File: src/rtl/tgapsd_pkg.sv
// ----------------------------------------------------------------------------
// tgapsd_pkg
// Types and constants shared by the TGA pixel stream decoder files.
// ----------------------------------------------------------------------------
package tgapsd_pkg;

    // Largest image side in pixels; bigger register values saturate here
    localparam logic [11:0] MAX_DIM = 12'd2048;

    localparam int CFG_IDX_W = 3;
    localparam int CFG_DATA_W = 12;

    // Configuration register indexes
    localparam logic [CFG_IDX_W-1:0] CFG_PIXEL_FORMAT = 3'd0;
    localparam logic [CFG_IDX_W-1:0] CFG_RLE_ENABLE   = 3'd1;
    localparam logic [CFG_IDX_W-1:0] CFG_IMAGE_WIDTH  = 3'd2;
    localparam logic [CFG_IDX_W-1:0] CFG_IMAGE_HEIGHT = 3'd3;
    localparam logic [CFG_IDX_W-1:0] CFG_TOP_DOWN     = 3'd4;

    // Packet header fields
    localparam logic [7:0] HDR_RUN_BIT = 8'h80;
    localparam logic [7:0] HDR_CNT_MASK = 8'h7F;

    localparam logic [7:0] ALPHA_OPAQUE = 8'd255;

    // Sticky flag bit positions
    localparam int SEEN_TRANSP = 0;
    localparam int SEEN_TRANSL = 1;
    localparam int SEEN_SOLID  = 2;

    typedef enum logic [1:0] {
        FMT_INDEX8 = 2'd0,
        FMT_RGB555 = 2'd1,
        FMT_BGR24  = 2'd2,
        FMT_BGRA32 = 2'd3
    } t_pix_fmt;

    typedef struct packed {
        t_pix_fmt    pixel_format;
        logic        rle_enable;
        logic [11:0] image_width;
        logic [11:0] image_height;
        logic        top_down;
    } t_cfg;

    typedef struct packed {
        logic [7:0] data_byte;
        logic       frame_start;
    } t_in_word;

    typedef struct packed {
        logic [7:0]  index_value;
        logic [7:0]  red;
        logic [7:0]  green;
        logic [7:0]  blue;
        logic [7:0]  alpha;
        logic [7:0]  repeat_count;
        logic [10:0] row_out;
        logic [10:0] column_out;
        logic        frame_done;
        logic        has_transparent;
        logic        has_translucent;
        logic        has_solid;
    } t_out_word;

    // Zero acts as one, anything past the limit acts as the limit
    function automatic logic [11:0] clamp_dim(input logic [11:0] v);
        logic [11:0] res;
        begin
            if (v == 12'd0) begin
                res = 12'd1;
            end else if (v > MAX_DIM) begin
                res = MAX_DIM;
            end else begin
                res = v;
            end
            return res;
        end
    endfunction

endpackage

File: src/rtl/tgapsd_core.sv
// ----------------------------------------------------------------------------
// tgapsd_core
// Per-byte decode state: packet headers, pixel assembly, row/column tracking
// and sticky alpha flags. One byte is consumed in each cycle that i_fire is high.
// ----------------------------------------------------------------------------
module tgapsd_core (
    input  logic                 i_clk,
    input  logic                 i_rst_n,
    input  logic                 i_fire,
    input  tgapsd_pkg::t_in_word i_word,
    input  tgapsd_pkg::t_cfg     i_cfg,
    output logic                 o_res_valid,
    output tgapsd_pkg::t_out_word o_res
);

    logic        r_expect_hdr, n_expect_hdr;
    logic        r_is_run,     n_is_run;
    logic [7:0]  r_left,       n_left;
    logic [1:0]  r_byte_idx,   n_byte_idx;
    logic [31:0] r_asm,        n_asm;
    logic [11:0] r_col,        n_col;
    logic [11:0] r_row,        n_row;
    logic        r_finished,   n_finished;
    logic [2:0]  r_seen,       n_seen;

    logic [11:0] w_w;
    logic [11:0] w_h;

    assign w_w = tgapsd_pkg::clamp_dim(i_cfg.image_width);
    assign w_h = tgapsd_pkg::clamp_dim(i_cfg.image_height);

    always_comb begin
        logic        stop;
        logic [31:0] asm_new;
        logic [7:0]  rep;
        logic [11:0] room;
        logic [7:0]  idx, red, grn, blu, alp;
        logic [11:0] row;
        logic        done;
        logic [7:0]  b;

        n_expect_hdr = r_expect_hdr;
        n_is_run     = r_is_run;
        n_left       = r_left;
        n_byte_idx   = r_byte_idx;
        n_asm        = r_asm;
        n_col        = r_col;
        n_row        = r_row;
        n_finished   = r_finished;
        n_seen       = r_seen;
        o_res_valid  = 1'b0;
        o_res        = '0;
        stop    = 1'b0;
        asm_new = '0;
        rep     = 8'd1;
        room    = '0;
        idx     = '0;
        red     = '0;
        grn     = '0;
        blu     = '0;
        alp     = tgapsd_pkg::ALPHA_OPAQUE;
        row     = '0;
        done    = 1'b0;
        b       = i_word.data_byte;

        if (i_word.frame_start) begin
            n_expect_hdr = 1'b1;
            n_is_run     = 1'b0;
            n_left       = '0;
            n_byte_idx   = '0;
            n_asm        = '0;
            n_col        = '0;
            n_row        = '0;
            n_finished   = 1'b0;
            n_seen       = '0;
        end

        if (!n_finished) begin
            // close a full row once no packet still feeds it
            if (n_col >= w_w && (!i_cfg.rle_enable || n_expect_hdr)) begin
                n_col = '0;
                n_row = n_row + 12'd1;
                if (n_row >= w_h) begin
                    n_finished = 1'b1;
                    stop = 1'b1;
                end
            end

            if (!stop) begin
                if (i_cfg.rle_enable && n_expect_hdr) begin
                    n_is_run     = |(b & tgapsd_pkg::HDR_RUN_BIT);
                    n_left       = (b & tgapsd_pkg::HDR_CNT_MASK) + 8'd1;
                    n_expect_hdr = 1'b0;
                    n_byte_idx   = '0;
                    n_asm        = '0;
                end else begin
                    asm_new = n_asm | ({24'd0, b} << {n_byte_idx, 3'b000});
                    if (n_byte_idx < i_cfg.pixel_format) begin
                        n_asm      = asm_new;
                        n_byte_idx = n_byte_idx + 2'd1;
                    end else begin
                        if (i_cfg.rle_enable) begin
                            if (n_is_run) begin
                                rep    = n_left;
                                n_left = '0;
                            end else if (n_left != 8'd0) begin
                                n_left = n_left - 8'd1;
                            end
                            if (n_left == 8'd0) begin
                                n_expect_hdr = 1'b1;
                            end
                        end
                        if (rep == 8'd0) begin
                            rep = 8'd1;
                        end

                        case (i_cfg.pixel_format)
                            tgapsd_pkg::FMT_INDEX8: begin
                                idx = asm_new[7:0];
                            end
                            tgapsd_pkg::FMT_RGB555: begin
                                red = {asm_new[14:10], 3'b000};
                                grn = {asm_new[9:5], 3'b000};
                                blu = {asm_new[4:0], 3'b000};
                            end
                            tgapsd_pkg::FMT_BGR24: begin
                                blu = asm_new[7:0];
                                grn = asm_new[15:8];
                                red = asm_new[23:16];
                            end
                            default: begin
                                blu = asm_new[7:0];
                                grn = asm_new[15:8];
                                red = asm_new[23:16];
                                alp = asm_new[31:24];
                            end
                        endcase
                        n_byte_idx = '0;
                        n_asm      = '0;

                        // pixels past the row end are dropped
                        if (n_col < w_w) begin
                            room = w_w - n_col;
                            if ({4'd0, rep} > room) begin
                                rep = room[7:0];
                            end

                            if (i_cfg.pixel_format == tgapsd_pkg::FMT_INDEX8) begin
                                if (idx == 8'd0) begin
                                    n_seen[tgapsd_pkg::SEEN_TRANSP] = 1'b1;
                                end else begin
                                    n_seen[tgapsd_pkg::SEEN_SOLID] = 1'b1;
                                end
                            end else if (alp == 8'd0) begin
                                n_seen[tgapsd_pkg::SEEN_TRANSP] = 1'b1;
                            end else if (alp == tgapsd_pkg::ALPHA_OPAQUE) begin
                                n_seen[tgapsd_pkg::SEEN_SOLID] = 1'b1;
                            end else begin
                                n_seen[tgapsd_pkg::SEEN_TRANSL] = 1'b1;
                            end

                            if (i_cfg.top_down) begin
                                row = n_row;
                            end else if (n_row < w_h) begin
                                row = w_h - 12'd1 - n_row;
                            end else begin
                                row = '0;
                            end

                            done = ({1'b0, n_col} + {5'd0, rep} >= {1'b0, w_w}) &&
                                   ({1'b0, n_row} + 13'd1 >= {1'b0, w_h});

                            o_res_valid           = i_fire;
                            o_res.index_value     = idx;
                            o_res.red             = red;
                            o_res.green           = grn;
                            o_res.blue            = blu;
                            o_res.alpha           = alp;
                            o_res.repeat_count    = rep;
                            o_res.row_out         = row[10:0];
                            o_res.column_out      = n_col[10:0];
                            o_res.frame_done      = done;
                            o_res.has_transparent = done & n_seen[tgapsd_pkg::SEEN_TRANSP];
                            o_res.has_translucent = done & n_seen[tgapsd_pkg::SEEN_TRANSL];
                            o_res.has_solid       = done & n_seen[tgapsd_pkg::SEEN_SOLID];

                            n_col = n_col + {4'd0, rep};
                            if (done) begin
                                n_finished = 1'b1;
                            end
                        end
                    end
                end
            end
        end
    end

    always_ff @(posedge i_clk) begin
        if (!i_rst_n) begin
            r_expect_hdr <= 1'b1;
            r_is_run     <= 1'b0;
            r_left       <= '0;
            r_byte_idx   <= '0;
            r_asm        <= '0;
            r_col        <= '0;
            r_row        <= '0;
            r_finished   <= 1'b0;
            r_seen       <= '0;
        end else if (i_fire) begin
            r_expect_hdr <= n_expect_hdr;
            r_is_run     <= n_is_run;
            r_left       <= n_left;
            r_byte_idx   <= n_byte_idx;
            r_asm        <= n_asm;
            r_col        <= n_col;
            r_row        <= n_row;
            r_finished   <= n_finished;
            r_seen       <= n_seen;
        end
    end

    // packet counts stay within a header's range
    a_left_range: assert property (@(posedge i_clk) disable iff (!i_rst_n)
        r_left <= 8'd128)
        else $error("packet pixel count out of range");

    a_rep_range: assert property (@(posedge i_clk) disable iff (!i_rst_n)
        o_res_valid |-> (o_res.repeat_count != 8'd0 && o_res.repeat_count <= 8'd128))
        else $error("repeat count out of range");

    a_done_stops: assert property (@(posedge i_clk) disable iff (!i_rst_n)
        (o_res_valid && o_res.frame_done) |=> r_finished)
        else $error("frame not closed after last pixel");

    a_quiet_after: assert property (@(posedge i_clk) disable iff (!i_rst_n)
        (r_finished && !i_word.frame_start) |-> !o_res_valid)
        else $error("pixel emitted after frame end");

endmodule

File: src/rtl/tga_pixel_stream_decoder.sv
// ----------------------------------------------------------------------------
// tga_pixel_stream_decoder
// Decodes the pixel-data bytes of a TGA image into pixels with position.
// ----------------------------------------------------------------------------
// Takes one byte per cycle while the skid buffer is empty. A byte lands in an
// input register and is decoded from there by a single state update; a pixel
// that it completes goes to the output register, or to the skid buffer if the
// output register is stalled. The output register is backed by a one-word
// skid buffer, so input stall rises only when that buffer is also full. Raw
// or run-length packet data, formats 8-bit index, 16-bit 1-5-5-5, 24-bit BGR
// and 32-bit BGRA. Configuration registers take effect immediately and are
// meant to be written while idle.
module tga_pixel_stream_decoder (
    input  logic                                    i_clk,
    input  logic                                    i_rst_n,
    input  logic                                    i_cfg_wr_en,
    input  logic [tgapsd_pkg::CFG_IDX_W-1:0]        i_cfg_index,
    input  logic [tgapsd_pkg::CFG_DATA_W-1:0]       i_cfg_wdata,
    input  logic                                    i_in_valid,
    output logic                                    o_in_stall,
    input  tgapsd_pkg::t_in_word                    i_in_data,
    output logic                                    o_out_valid,
    input  logic                                    i_out_stall,
    output tgapsd_pkg::t_out_word                   o_out_data
);

    tgapsd_pkg::t_cfg      r_cfg;
    logic                  r_in_valid;
    tgapsd_pkg::t_in_word  r_in;
    logic                  r_out_valid;
    tgapsd_pkg::t_out_word r_out;
    logic                  r_skd_valid;
    tgapsd_pkg::t_out_word r_skd;

    logic                  w_fire;
    logic                  w_accept;
    logic                  w_out_take;
    logic                  w_res_valid;
    tgapsd_pkg::t_out_word w_res;

    // a full skid word blocks decode, since the byte might yield a pixel
    assign w_fire     = r_in_valid && !r_skd_valid;
    assign o_in_stall = r_in_valid && r_skd_valid;
    assign w_accept   = i_in_valid && !o_in_stall;
    assign w_out_take = r_out_valid && !i_out_stall;

    always_ff @(posedge i_clk) begin
        if (!i_rst_n) begin
            r_cfg.pixel_format <= tgapsd_pkg::FMT_BGR24;
            r_cfg.rle_enable   <= 1'b0;
            r_cfg.image_width  <= 12'd1;
            r_cfg.image_height <= 12'd1;
            r_cfg.top_down     <= 1'b0;
        end else if (i_cfg_wr_en) begin
            case (i_cfg_index)
                tgapsd_pkg::CFG_PIXEL_FORMAT:
                    r_cfg.pixel_format <= tgapsd_pkg::t_pix_fmt'(i_cfg_wdata[1:0]);
                tgapsd_pkg::CFG_RLE_ENABLE:   r_cfg.rle_enable   <= i_cfg_wdata[0];
                tgapsd_pkg::CFG_IMAGE_WIDTH:  r_cfg.image_width  <= i_cfg_wdata;
                tgapsd_pkg::CFG_IMAGE_HEIGHT: r_cfg.image_height <= i_cfg_wdata;
                tgapsd_pkg::CFG_TOP_DOWN:     r_cfg.top_down     <= i_cfg_wdata[0];
                default: begin
                end
            endcase
        end
    end

    always_ff @(posedge i_clk) begin
        if (!i_rst_n) begin
            r_in_valid <= 1'b0;
        end else if (w_accept) begin
            r_in_valid <= 1'b1;
        end else if (w_fire) begin
            r_in_valid <= 1'b0;
        end
    end

    always_ff @(posedge i_clk) begin
        if (w_accept) begin
            r_in <= i_in_data;
        end
    end

    tgapsd_core u_core (
        .i_clk       (i_clk),
        .i_rst_n     (i_rst_n),
        .i_fire      (w_fire),
        .i_word      (r_in),
        .i_cfg       (r_cfg),
        .o_res_valid (w_res_valid),
        .o_res       (w_res)
    );

    always_ff @(posedge i_clk) begin
        if (!i_rst_n) begin
            r_out_valid <= 1'b0;
            r_skd_valid <= 1'b0;
        end else if (r_skd_valid) begin
            if (w_out_take) begin
                r_skd_valid <= 1'b0;
            end
        end else if (w_res_valid) begin
            if (!r_out_valid || w_out_take) begin
                r_out_valid <= 1'b1;
            end else begin
                r_skd_valid <= 1'b1;
            end
        end else if (w_out_take) begin
            r_out_valid <= 1'b0;
        end
    end

    always_ff @(posedge i_clk) begin
        if (r_skd_valid) begin
            if (w_out_take) begin
                r_out <= r_skd;
            end
        end else if (w_res_valid) begin
            if (!r_out_valid || w_out_take) begin
                r_out <= w_res;
            end else begin
                r_skd <= w_res;
            end
        end
    end

    assign o_out_valid = r_out_valid;
    assign o_out_data  = r_out;

    a_skid_behind_out: assert property (@(posedge i_clk) disable iff (!i_rst_n)
        r_skd_valid |-> r_out_valid)
        else $error("skid word held with empty output register");

    a_no_fire_on_skid: assert property (@(posedge i_clk) disable iff (!i_rst_n)
        r_skd_valid |-> !w_res_valid)
        else $error("decode result with full skid buffer");

    a_out_hold: assert property (@(posedge i_clk) disable iff (!i_rst_n)
        (o_out_valid && i_out_stall) |=> (o_out_valid && $stable(o_out_data)))
        else $error("stalled output word changed");

endmodule
File: config.mk
export PLATFORM = sky130hd
export DESIGN_NAME = tga_pixel_stream_decoder
export DESIGN_NICKNAME = d
export VERILOG_FILES = /design/src/rtl/tgapsd_pkg.sv /design/src/rtl/tgapsd_core.sv /design/src/rtl/tga_pixel_stream_decoder.sv
export SDC_FILE = /design/constraint.sdc
export NUM_CORES = 1
export LEC_CHECK = 0
export BUFFER_PORTS_ARGS = -buffer_cell sky130_fd_sc_hd__clkbuf_2
export CAP_MARGIN = 10
export CORE_UTILIZATION = 50
export DETAILED_ROUTE_END_ITERATION = 6
export GPL_ROUTABILITY_DRIVEN = 0
export GPL_TIMING_DRIVEN = 0
export PLACE_DENSITY_LB_ADDON = 0.1
export SYNTH_ARGS = -nofsm -noshare
export SYNTH_HDL_FRONTEND = slang
export SYNTH_HIERARCHICAL = 1
export SYNTH_SLANG_ARGS = --single-unit
export TNS_END_PERCENT = 20
File: constraint.sdc
create_clock -name i_clk -period 12.4 [get_ports i_clk]
set_clock_uncertainty 0.15 [all_clocks]
set_input_delay 1.86 -clock i_clk [delete_from_list [all_inputs] [get_ports i_clk]]
set_output_delay 1.86 -clock i_clk [all_outputs]
set_load 0.02 [all_outputs]
-- Word-level counts from Yosys, hierarchy flattened
Index checks and enable logic that the tools add are counted.
- bits in registers: 260
- output and inout port bits: 76
- word-level logic and storage cells: 260
- add/sub/neg operators: 10
- $lt $le $gt $ge: 10
- eq/ne operators: 9
- shifts and indexed selects: 1
- multiplexer cells: 145
- bitwise operators: 6
- reductions and logical operators: 36
- operators with widths (kind ; number):
    2-to-1 mux 74 bit ; 9
    2-to-1 mux 8 bit ; 40
    2-to-1 mux 12 bit ; 16
    2-to-1 mux 32 bit ; 5
    2-to-1 mux 1 bit ; 58
    one-hot mux 8 bit (2 select lines) ; 3
    logical NOT 8 bit ; 4
    bitwise OR 32 bit ; 1
    left shift 8 x 5 -> 32 bit ; 1
    greater-or-equal comparator 13 x 12 -> 1 bit ; 2
    greater-or-equal comparator 12 bit ; 2
    > comparator 12 bit, second input constant ; 2
    logical NOT 12 bit ; 2
    < comparator 12 bit ; 2
    2-to-1 mux 11 bit ; 2
    2-to-1 mux 3 bit ; 6
    adder 12 x 1 -> 13 bit, second input constant ; 1
    adder 12 x 8 -> 13 bit ; 1
    adder 12 x 1 -> 12 bit, second input constant ; 1
    adder 12 x 8 -> 12 bit ; 1
    > comparator 8 x 12 -> 1 bit ; 1
    2-to-1 mux 2 bit ; 6
    subtractor 12 bit ; 1
    subtractor 11 x 1 -> 11 bit, second input constant ; 1
    other kinds (25) ; 49

-- Depth between registers and ports, before layout
Gate-level depths: netlist of run 1.
- depth in word-level cells: 34
- mapped depth: 48
- gate-level depth less buffers: 41

-- By module
Netlist of run 1, hierarchy kept.
- by module, submodules not included (module ; times used ; cells each ; area each (um2) ; sequential area each (um2)):
    tgapsd_core ; 1 ; 1198 ; 8628.3 ; 1441.4
    tga_pixel_stream_decoder ; 1 ; 367 ; 6859.1 ; 5335.1

-- Worst setup path before layout of run 1
No wires, ideal clock.
- kind: flip-flop to flip-flop
- start: register r_in[0] (netlist name)
- end: register r_out (netlist bit o_out_data[0]), enable pin
- arrival: 8943 ps
- required time: 11724 ps
- path slack: 2781 ps
- stages on the path, launching flop included: 29
- path buffers: 10
- clock period less this slack: 9619 ps
- cells stage by stage: edfxtp_1 > buf_6 > buf_2 > buf_1 > buf_2 > buf_2 > buf_1 > buf_1 > nor2_1 > ha_1 > nand4_1 > o21bai_1 > nor2_1 > o221a_2 > clkbuf_1 > clkbuf_1 > and2_1 > ha_1 > inv_1 > fa_1 > nand3_1 > a21oi_1 > o21bai_1 > a2111oi_4 > nand2_1 > inv_1 > buf_2 > nand2b_1 > a21boi_1
- word-level cells in the longest chain between the ends: 13
- RTL lines (item ; RTL line ; text):
    start, declared ; tga_pixel_stream_decoder.sv:29 ; tgapsd_pkg::t_in_word r_in;
    start signal, assigned ; tga_pixel_stream_decoder.sv:80 ; r_in <= i_in_data;
    2-to-1 mux 12 bit or 2-to-1 mux 1 bit (tied branches) ; tgapsd_core.sv:66 ; if (i_word.frame_start) begin
    greater-or-equal comparator 12 bit or logical OR 1 bit (tied branches) ; tgapsd_core.sv:80 ; if (n_col >= w_w && (!i_cfg.rle_enable || n_expect_hdr)) begin
    logical AND 1 bit ; tgapsd_core.sv:80 ;
    2-to-1 mux 12 bit ; tgapsd_core.sv:80 ;
    2-to-1 mux 12 bit ; tgapsd_core.sv:78 ; if (!n_finished) begin
    < comparator 12 bit ; tgapsd_core.sv:142 ; if (n_col < w_w) begin
    2-to-1 mux 1 bit ; tgapsd_core.sv:142 ;
    2-to-1 mux 1 bit ; tgapsd_core.sv:98 ; if (n_byte_idx < i_cfg.pixel_format) begin
    2-to-1 mux 1 bit ; tgapsd_core.sv:90 ; if (i_cfg.rle_enable && n_expect_hdr) begin
    2-to-1 mux 1 bit ; tgapsd_core.sv:89 ; if (!stop) begin
    2-to-1 mux 1 bit * ; tgapsd_core.sv:78 ;
    net w_res_valid ; tga_pixel_stream_decoder.sv:38 ; logic w_res_valid;
    nonzero test 2 bit (no source line) * ; n/a ;
    AND reduction 3 bit (no source line) * ; n/a ;
    end signal, assigned ; tga_pixel_stream_decoder.sv:116 ; r_out <= r_skd;
    end signal, assigned ; tga_pixel_stream_decoder.sv:120 ; r_out <= w_res;
    end, declared ; tga_pixel_stream_decoder.sv:31 ; tgapsd_pkg::t_out_word r_out;
Mark *: on every way through the listed nets, which the timed path passes. The rest lies on a longest branch. The select of a mux whose other input is x is not followed.
A chain may end at the register's enable or synchronous reset.

==> impl_metrics.ini, run 1 <==
[power_and_ir_drop]
swShare_pct = 24.9
p_int_w = 0.00147
p_seq_share_pct = 47.4
cellPowerDensity_mw_per_mm2 = 112
power_leakage_nw = 7.34
switching_power_w = 0.000486
power_w = 0.00195
pwr-share-clk_pct = 42.5
peakVddDrop_v = 0.0000925
combPwrFrac_pct = 10.1

[clock_network]
clockBufferDepth = 3
cts_inserted_buffers = 29
post-cts-setup-buffer-count = 0
cts_htree_levels = 1
clock_sinks = 260
holdBufCountCts = 0
root_buffer = clkbuf_16
cts.clk_slew.worst_paths_ns = 0.06
cts_tree = done
clk_latency_ns = 0.55

[detailed_routing]
drcViolationCount = 1
antenna_left = 0
viasPerCell = 5.81
drt_wl_total_mm = 40.6
drt-pass1-iter-count = 7
wl_per_cell_um = 19.2
first_iter_violations = 948
num_vias = 12300

[job]
drv_cap = 0

[die]
fp-row-count = 64
fp.dieW_um = 178
coreArea_mm2 = 0.0305
die_area_mm2 = 0.0317
io_pins = 105
die_h_um = 178
initial_utilization_pct = 50.8

[setup_path]
critPathSlowestCell = o21ai_1
crit_type = flip-flop to flip-flop
cp-end-kind = flip-flop
cpPeakStageDelay_ns = 0.47
crit_path_frequent_cell = ha_1
required_ns = 12.53
worstSetupStartpointType = flip-flop
critPathArrivalTime_ns = 11.60
crit_fanout = 19

[cells_and_area]
antenna_cells = 0
final-instance-count-excl-fill = 2119
nets = 1837
mostFrequentLayoutCells = nor2_1, nand2_1, edfxtp_1
final_layout_size_suffix_gt1_share_pct = 13.4
area_growth_syn_to_layout_pct = 13.1
mostFrequentLayoutCell = nor2_1

[synthesis]
synthXorXnorAreaFrac_pct = 2.94
synthAdderAreaFrac_pct = 8.79
synthArstFlopShare_pct = 0
syn_inst = 1565
synth_warnings = 6
synth_compound_area_share_pct = 15.7
seq_area_frac_synth_pct = 43.8
synth_nets = 1701
ys_ff_latch = 260
syn_area_mm2 = 0.0155
avgSynthCellArea_um2 = 9.90
synthSimpleGateAreaFrac_pct = 16.3
synth_flop_cell = edfxtp_1
synth_edf_count = 157
synth_cell_types = 97
synthMuxAreaShare_pct = 8.21
synth_top_family_by_area = simple AND/OR/NAND/NOR gates

[placed_design]
hpwlAfterDp_mm = 30.9
place_ws_ns = -0.279
port_buffers = 103
dpl.cell_count = 2068

[timing]
worst_slack_ns = 0.921
rsz0062_at_grt = no
relSlewSlack_pct = 35.5
max_freq_mhz = 87.1
tightest_slew_ns = 0.966
final.min_clock_period_ns = 11.48
holdWs_ns = 0.318
setup_viol = 0
hold_viol_final = 0
post-route-period-util_pct = 92.6
finalMaxSlewViolations = 0

[global_routing]
track_usage_pct = 25.9
grt-ovfl-total = 0
grt_pass1_wl_mm = 64.6
grt_max_degree = 36
antenna_found_initial = 0
grt_pass1_vias = 11900

[outcome]
violations = design-rule violations
status = finished, violations left

[min_path]
hold_class = flip-flop to flip-flop
-- layout make-up --
type / instances / area [µm²]
inverters: 78 / 293
fillers: 2729 / 13000
clock buffers: 33 / 751
flip-flops and latches: 260 / 6780
clock inverters: 20 / 170
repair buffers: 107 / 596
well taps: 396 / 495
multi-input cells: 1143 / 8060
plain buffers: 82 / 375
-- synth_stat cells (4+ instances only) --
library cell,instances,area share [%]
nand4_1,9,0.36
nand2b_1,12,0.48
o21ai_1,8,0.26
nor2b_1,46,1.9
o21ai_0,56,1.8
xnor2_1,40,2.3
buf_2,27,0.87
a31oi_1,12,0.48
a22oi_1,26,1.3
a2bb2oi_1,6,0.34
o21a_1,4,0.19
o211ai_1,5,0.24
mux2i_1,40,2.6
inv_1,78,1.9
and3_1,11,0.44
a211o_1,4,0.23
xor2_1,12,0.68
or4_1,4,0.19
a211oi_1,11,0.53
dfxtp_1,103,13
nor3_1,29,0.94
a21o_1,17,0.82
a21boi_1,4,0.19
clkbuf_1,45,1.1
nor4_1,10,0.40
a41oi_1,5,0.28
a22o_1,28,1.6
or3_1,6,0.24
a32oi_1,12,0.68
o2bb2ai_1,7,0.40
and2_1,14,0.57
edfxtp_1,157,30
nand3_1,27,0.87
buf_1,7,0.17
ha_1,104,8.4
mux2_1,74,5.4
a21oi_1,87,2.8
nor2_1,164,4.0
nand2_1,160,3.9
o21bai_1,5,0.24
-- routing by layer --
metal	global-route usage (%)	up-vias	routed length [µm]	share of wire [%]
met5	0	-	0	0
met4	8.23	0	1180	2.9
met3	3.50	66	2660	6.5
met2	41.8	419	18400	45
met1	36.0	5857	18300	45
li1	-	5970	-	-
-- metrics by stage --
stage	TNS (ns)	area, µm²	utilization, %
floorplan	0	15500	-
global placement	-180.76	16500	54.1
detailed placement	-1.07	16600	54.4
CTS	0	17500	57.4
global route	0	17500	57.4
finish	0	17500	57.4
-- power by group through the flow --
stage | combinational (W) | clock [W] | sequential (W)
floorplan | 0.000138 | 0 | 0.000943
global placement | 0.000190 | 0 | 0.000945
detailed placement | 0.000193 | 0 | 0.000944
CTS | 0.000194 | 0.000850 | 0.000926
global route | 0.000216 | 0.000884 | 0.000926
finish | 0.000197 | 0.000831 | 0.000926
-- repair_timing --
action	4_1_cts	5_1_grt
cloned	0	0
endpoints found under the hold margin	0	0
setup endpoints to repair	8	9
gates resized for setup	2	7
-- state kept, by name, summed over array words and instances (netlist names), 2 cells and up --
signal / count
o_out_data: 74
r_skd: 74
u_core/r_asm: 32
r_cfg: 28
u_core/r_col: 12
u_core/r_row: 12
r_in: 9
u_core/r_left: 8
u_core/r_seen: 3
u_core/r_byte_idx: 2
-- logic make-up (layout without fill, tap and decap cells) --
| group | count (synthesis) | count (layout) |
|---|---|---|
| simple gates | 522 | 522 |
| fa+ha+maj | 107 | 107 |
| xor+xnor | 52 | 52 |
| compound gates | 345 | 345 |
| flops | 260 | 260 |
| mux | 117 | 117 |
| buf+inv | 162 | 320 |
-- critical path: cells and delay by family, from the launching register on --
family / cells / cell delay (ns)
fa+ha+maj: 6 / 1.79
compound gates: 14 / 3.21
flops: 1 / 0.43
mux: 2 / 0.76
simple gates: 12 / 1.82
buf+inv: 9 / 2.62
xor+xnor: 2 / 0.42
-- worst paths after layout --
path	start	end	slack, ns	cells past startpoint
min	u_core/r_asm[10]	u_core/r_asm[10]	0.32	1
max	r_in[0]	o_out_data[1]	0.92	45
max reg2reg	r_in[0]	o_out_data[1]	0.92	45
min reg2reg	u_core/r_asm[10]	u_core/r_asm[10]	0.32	1
(Power assumes the default switching activity.)
==> run 2, diff against run 1 <==
--- a/config.mk
+++ b/config.mk
@@ -7,7 +7,7 @@
 export LEC_CHECK = 0
 export BUFFER_PORTS_ARGS = -buffer_cell sky130_fd_sc_hd__clkbuf_2
 export CAP_MARGIN = 10
-export CORE_UTILIZATION = 50
+export CORE_UTILIZATION = 42
 export DETAILED_ROUTE_END_ITERATION = 6
 export GPL_ROUTABILITY_DRIVEN = 0
 export GPL_TIMING_DRIVEN = 0
==> run 2 against run 1 <==
Final area rose by 0.73%. Largest cell class unchanged. The run now ends clean. Cell count rose by 3.3%. Register-to-register slack got worse by 0.02 ns. Worst hold slack improved by 0.0011 ns. Maximum frequency fell by 0.15%. Via count fell by 0.33%. Utilization fell by 8.3 points. Non-clock buffer count rose by 1.
==> impl_metrics.ini, run 2 (synthesis gave the netlist of run 1 again) <==
[placed_design]
hpwlAfterDp_mm = 32.4
placed_area_mm2 = 0.0167
dpl.cell_count = 2134
port_buffers = 103

[die]
fp-row-count = 69
coreArea_mm2 = 0.0359
io_pins = 105
fp.dieW_um = 194
die_area_mm2 = 0.0376
die_h_um = 194
initial_utilization_pct = 43.1

[setup_path]
critPathArrivalTime_ns = 11.65
crit_type = flip-flop to flip-flop
worstReg2RegStart = r_in[0]
crit_fanout = 19
crit_path_frequent_cell = ha_1
required_ns = 12.56
crit_buf_inv = 9
critical_path_depth = 45
cp-end-kind = flip-flop
r2r_cells = 45
cp-startpoint = r_in[0]
r2r-end = o_out_data[1]
critPathSlowestCell = o21ai_1
cpPeakStageDelay_ns = 0.46
ff2ff_setup_slack_ns = 0.90
worstSetupStartpointType = flip-flop
path_delay_family = compound AO/OA/AOI/OAI gates

[cells_and_area]
final-instance-count-excl-fill = 2188
antenna_cells = 0
nets = 1839
final_cell_area_mm2 = 0.0176
mostFrequentLayoutCells = nor2_1, nand2_1, edfxtp_1
final_layout_size_suffix_gt1_share_pct = 13.4
fill_cells = 3423
area_growth_syn_to_layout_pct = 14.0
mostFrequentLayoutCell = nor2_1

[power_and_ir_drop]
pwr-share-clk_pct = 42.9
swShare_pct = 25.7
p_int_w = 0.00147
switching_power_w = 0.000507
power_leakage_nw = 7.37
p_seq_share_pct = 47.0
power_w = 0.00197
cellPowerDensity_mw_per_mm2 = 112
peakVddDrop_v = 0.000100
combPwrFrac_pct = 10.1

[timing]
hold_viol_final = 0
tightest_slew_ns = 1.08
finalMaxSlewViolations = 0
holdWs_ns = 0.319
rsz0062_at_grt = no
final.min_clock_period_ns = 11.50
post-route-period-util_pct = 92.7
setup_viol = 0
relSlewSlack_pct = 27.5
max_freq_mhz = 87.0

[detailed_routing]
antenna_left = 0
drcViolationCount = 0
drt_wl_total_mm = 42.3
met2_length_mm = 18.9
drt-pass1-iter-count = 5
topRoutingLayerUsed = met4
num_vias = 12300
viasPerCell = 5.61
wl_per_cell_um = 19.4
first_iter_violations = 1002
dr_wl_met3_mm = 2.50
met1Wirelength_mm = 19.8

[clock_network]
clock_sinks = 260
root_buffer = clkbuf_16
clk_latency_ns = 0.58
cts.clk_slew.worst_paths_ns = 0.06
post-cts-setup-buffer-count = 0
clockBufferDepth = 3
cts_tree = done
cts_inserted_buffers = 30
holdBufCountCts = 0
cts_resized = 2
cts_htree_levels = 1

[global_routing]
antenna_found_initial = 0
grt-ovfl-total = 0
grt_pass1_wl_mm = 66.9
grt_pass1_vias = 11900
grt_max_degree = 36
track_usage_pct = 22.4

[job]
drv_cap = 0

[min_path]
hold_class = flip-flop to flip-flop
hold_depth = 1
worstHoldEndpoint = u_core/r_asm[9]
hp-start = u_core/r_asm[9]

[outcome]
status = finished clean
run 2: changes by cell type in the layout (fill, tap and decap cells not counted):
| cell | previous run | this run |
|---|---|---|
| buf_16 | 0 | 2 |
| clkbuf_16 | 29 | 30 |
| clkbuf_2 | 108 | 107 |
| buf_12 | 4 | 3 |
| clkinv_8 | 0 | 1 |
| clkinv_2 | 5 | 6 |
| clkbuf_1 | 45 | 49 |
| clkinvlp_4 | 3 | 1 |
| bufinv_16 | 2 | 1 |
run 2: how the worst max path moves through the flow:
stage                           endpoint  slack, ns
after CTS                  o_out_data[1]       0.02
after global routing       o_out_data[1]       0.11
after global placement    o_out_data[36]      -1.70
after floorplan            o_out_data[0]       2.78
after detailed placement   o_out_data[1]      -0.41
final                      o_out_data[1]       0.90
run 2: power groups by stage:
| stage | registers, W | logic, W | clock network (W) |
|---|---|---|---|
| after floorplan | 0.000943 | 0.000138 | 0 |
| after global placement | 0.000945 | 0.000193 | 0 |
| after detailed placement | 0.000945 | 0.000196 | 0 |
| after CTS | 0.000926 | 0.000197 | 0.000869 |
| after global routing | 0.000927 | 0.000218 | 0.000902 |
| final | 0.000926 | 0.000200 | 0.000847 |
run 2: cell type report:
cell class	count	area, µm²	share of cell area (%)
timing repair buffer	108	631	3.57
clock inverter	19	146	0.829
tap	461	577	3.27
clock buffer	37	787	4.46
buffer	82	374	2.12
multi-input combinational	1143	8060	45.7
sequential	260	6780	38.4
inverter	78	293	1.66
run 2: stage by stage:
step           setup TNS [ns]  setup WS, ns  util (%)
6_report                    0         0.904      49.1
5_1_grt                     0         0.108      49.1
4_1_cts                     0        0.0195      49.1
3_5_place_dp            -1.93        -0.414      46.5
3_3_place_gp          -227.08         -1.70      46.2
2_1_floorplan               0          2.78         -
run 2: metal layers:
metal	vias to the layer above	GRT usage [%]
met5	-	0
met1	5835	31.2
met4	0	6.79
met3	78	3.41
met2	377	35.7
li1	5981	-
==> run 3, diff against run 2 <==
--- a/config.mk
+++ b/config.mk
@@ -12,6 +12,7 @@
 export GPL_ROUTABILITY_DRIVEN = 0
 export GPL_TIMING_DRIVEN = 0
 export PLACE_DENSITY_LB_ADDON = 0.1
+export RECOVER_POWER = 100
 export SYNTH_ARGS = -nofsm -noshare
 export SYNTH_HDL_FRONTEND = slang
 export SYNTH_HIERARCHICAL = 1
==> run 3 against run 2 <==
The flow now finishes with violations (max-capacitance violations, max-slew violations). Power decreased by 0.21%. Sequential share of layout area increased by 0.56 points. Combinational power down 3%. Register-to-register slack got worse by 0.10 ns. Utilization fell by 0.70 points. Die area stayed put. Largest cell class unchanged. Largest power group unchanged.
==> impl_metrics.ini, run 3 (synthesis gave the netlist of run 1 again) <==
[clock_network]
clockBufferDepth = 3
holdBufCountCts = 0
cts_inserted_buffers = 30
cts_resized = 2
clock_sinks = 260
cts_htree_levels = 1
cts_tree = done
root_buffer = clkbuf_16
clk_latency_ns = 0.58
cts.clk_slew.worst_paths_ns = 0.06
post-cts-setup-buffer-count = 0

[power_and_ir_drop]
power_leakage_nw = 7.05
p_seq_share_pct = 47.1
p_int_w = 0.00146
combPwrFrac_pct = 9.9
swShare_pct = 25.7
cellPowerDensity_mw_per_mm2 = 113
switching_power_w = 0.000506
peakVddDrop_v = 0.0000999
pwr-share-clk_pct = 43.0

[placed_design]
place_ws_ns = -0.414
hpwlAfterDp_mm = 32.4
placed_area_mm2 = 0.0167
port_buffers = 103

[setup_path]
cp-end-kind = flip-flop
critPathSlowestCell = a2111oi_0
worstSetupStartpointType = flip-flop
crit_type = flip-flop to flip-flop
crit_buf_inv = 11
ff2ff_setup_slack_ns = 0.80
required_ns = 12.47
cp-startpoint = r_in[0]
critPathArrivalTime_ns = 11.66
path_delay_family = compound AO/OA/AOI/OAI gates
worstReg2RegStart = r_in[0]
cpPeakStageDelay_ns = 2.05
crit_fanout = 23
crit_path_frequent_cell = buf_2

[die]
die_h_um = 194
fp.dieW_um = 194
coreArea_mm2 = 0.0359
die_area_mm2 = 0.0376
initial_utilization_pct = 43.1
fp-row-count = 69
io_pins = 105

[timing]
setup_viol = 0
holdWs_ns = 0.319
hold_viol_final = 0
max_freq_mhz = 86.2
finalMaxSlewViolations = 37
post-route-period-util_pct = 93.5
relSlewSlack_pct = -74.6
tightest_slew_ns = 2.55
worst_slack_ns = 0.803
rsz0062_at_grt = no
final.min_clock_period_ns = 11.60

[cells_and_area]
multiInputGateArea_mm2 = 0.00796
nets = 1839
regArea_mm2 = 0.00678
mostFrequentLayoutCell = nor2_1
mostFrequentLayoutCells = nor2_1, nand2_1, edfxtp_1
antenna_cells = 0
finish.utilization_pct = 48.4
final_layout_size_suffix_gt1_share_pct = 7.24
fill_cells = 3492
final_cell_area_mm2 = 0.0174
area_growth_syn_to_layout_pct = 12.3

[min_path]
hold_class = flip-flop to flip-flop
hp-start = u_core/r_asm[19]

[detailed_routing]
first_iter_violations = 898
viasPerCell = 5.60
drt_wl_total_mm = 42.5
drt-pass1-iter-count = 5
antenna_left = 0
wl_per_cell_um = 19.4
drcViolationCount = 0
num_vias = 12300

[global_routing]
antenna_found_initial = 0
grt_pass1_wl_mm = 66.9
grt_pass1_vias = 11900
grt_max_degree = 36
grt-ovfl-total = 0
track_usage_pct = 22.4

[job]
drv_cap = 3

[outcome]
status = finished, violations left
violations = max-capacitance violations, max-slew violations
==> run 3: cell count changes in the layout (fill, tap and decap cells not counted), sizes merged <==
cell and change:
buf -12, clkbuf +12
==> run 3: worst paths after layout <==
check | end | cells after the start
min reg2reg | u_core/r_asm[19] | 1
max reg2reg | o_out_data[38] | 26
max | o_out_data[38] | 26
min | u_core/r_asm[19] | 1
==> run 3: routing by layer <==
layer	up-vias	part of all wire, %	GRT usage [%]
met5	-	0	0
met3	67	6.3	3.41
li1	5973	-	-
met4	0	2.4	6.79
met2	382	45	35.7
met1	5835	47	31.2
==> run 3: power by group through the flow <==
stage / Clock [W] / Sequential [W] / Combinational (W)
4_1_cts: 0.000869 / 0.000926 / 0.000197
2_1_floorplan: 0 / 0.000943 / 0.000138
3_3_place_gp: 0 / 0.000945 / 0.000193
3_5_place_dp: 0 / 0.000945 / 0.000196
6_report: 0.000847 / 0.000926 / 0.000195
5_1_grt: 0.000902 / 0.000927 / 0.000214
==> run 3: stage by stage <==
stage / std cells / setup TNS (ns) / power [W]
floorplan: 1565 / 0 / 0.00108
global placement: 2129 / -227.08 / 0.00114
detailed placement: 2134 / -1.93 / 0.00114
CTS: 2190 / 0 / 0.00199
global route: 2188 / 0 / 0.00204
finish: 2188 / 0 / 0.00197
==> run 3: area by class of cell <==
cell class | instances | area share (%)
plain buffers | 82 | 1.98
clock buffers | 37 | 4.52
clock inverters | 19 | 0.841
inverters | 78 | 1.68
multi-input cells | 1143 | 45.8
flip-flops and latches | 260 | 39.0
well taps | 461 | 3.32
repair buffers | 108 | 2.93
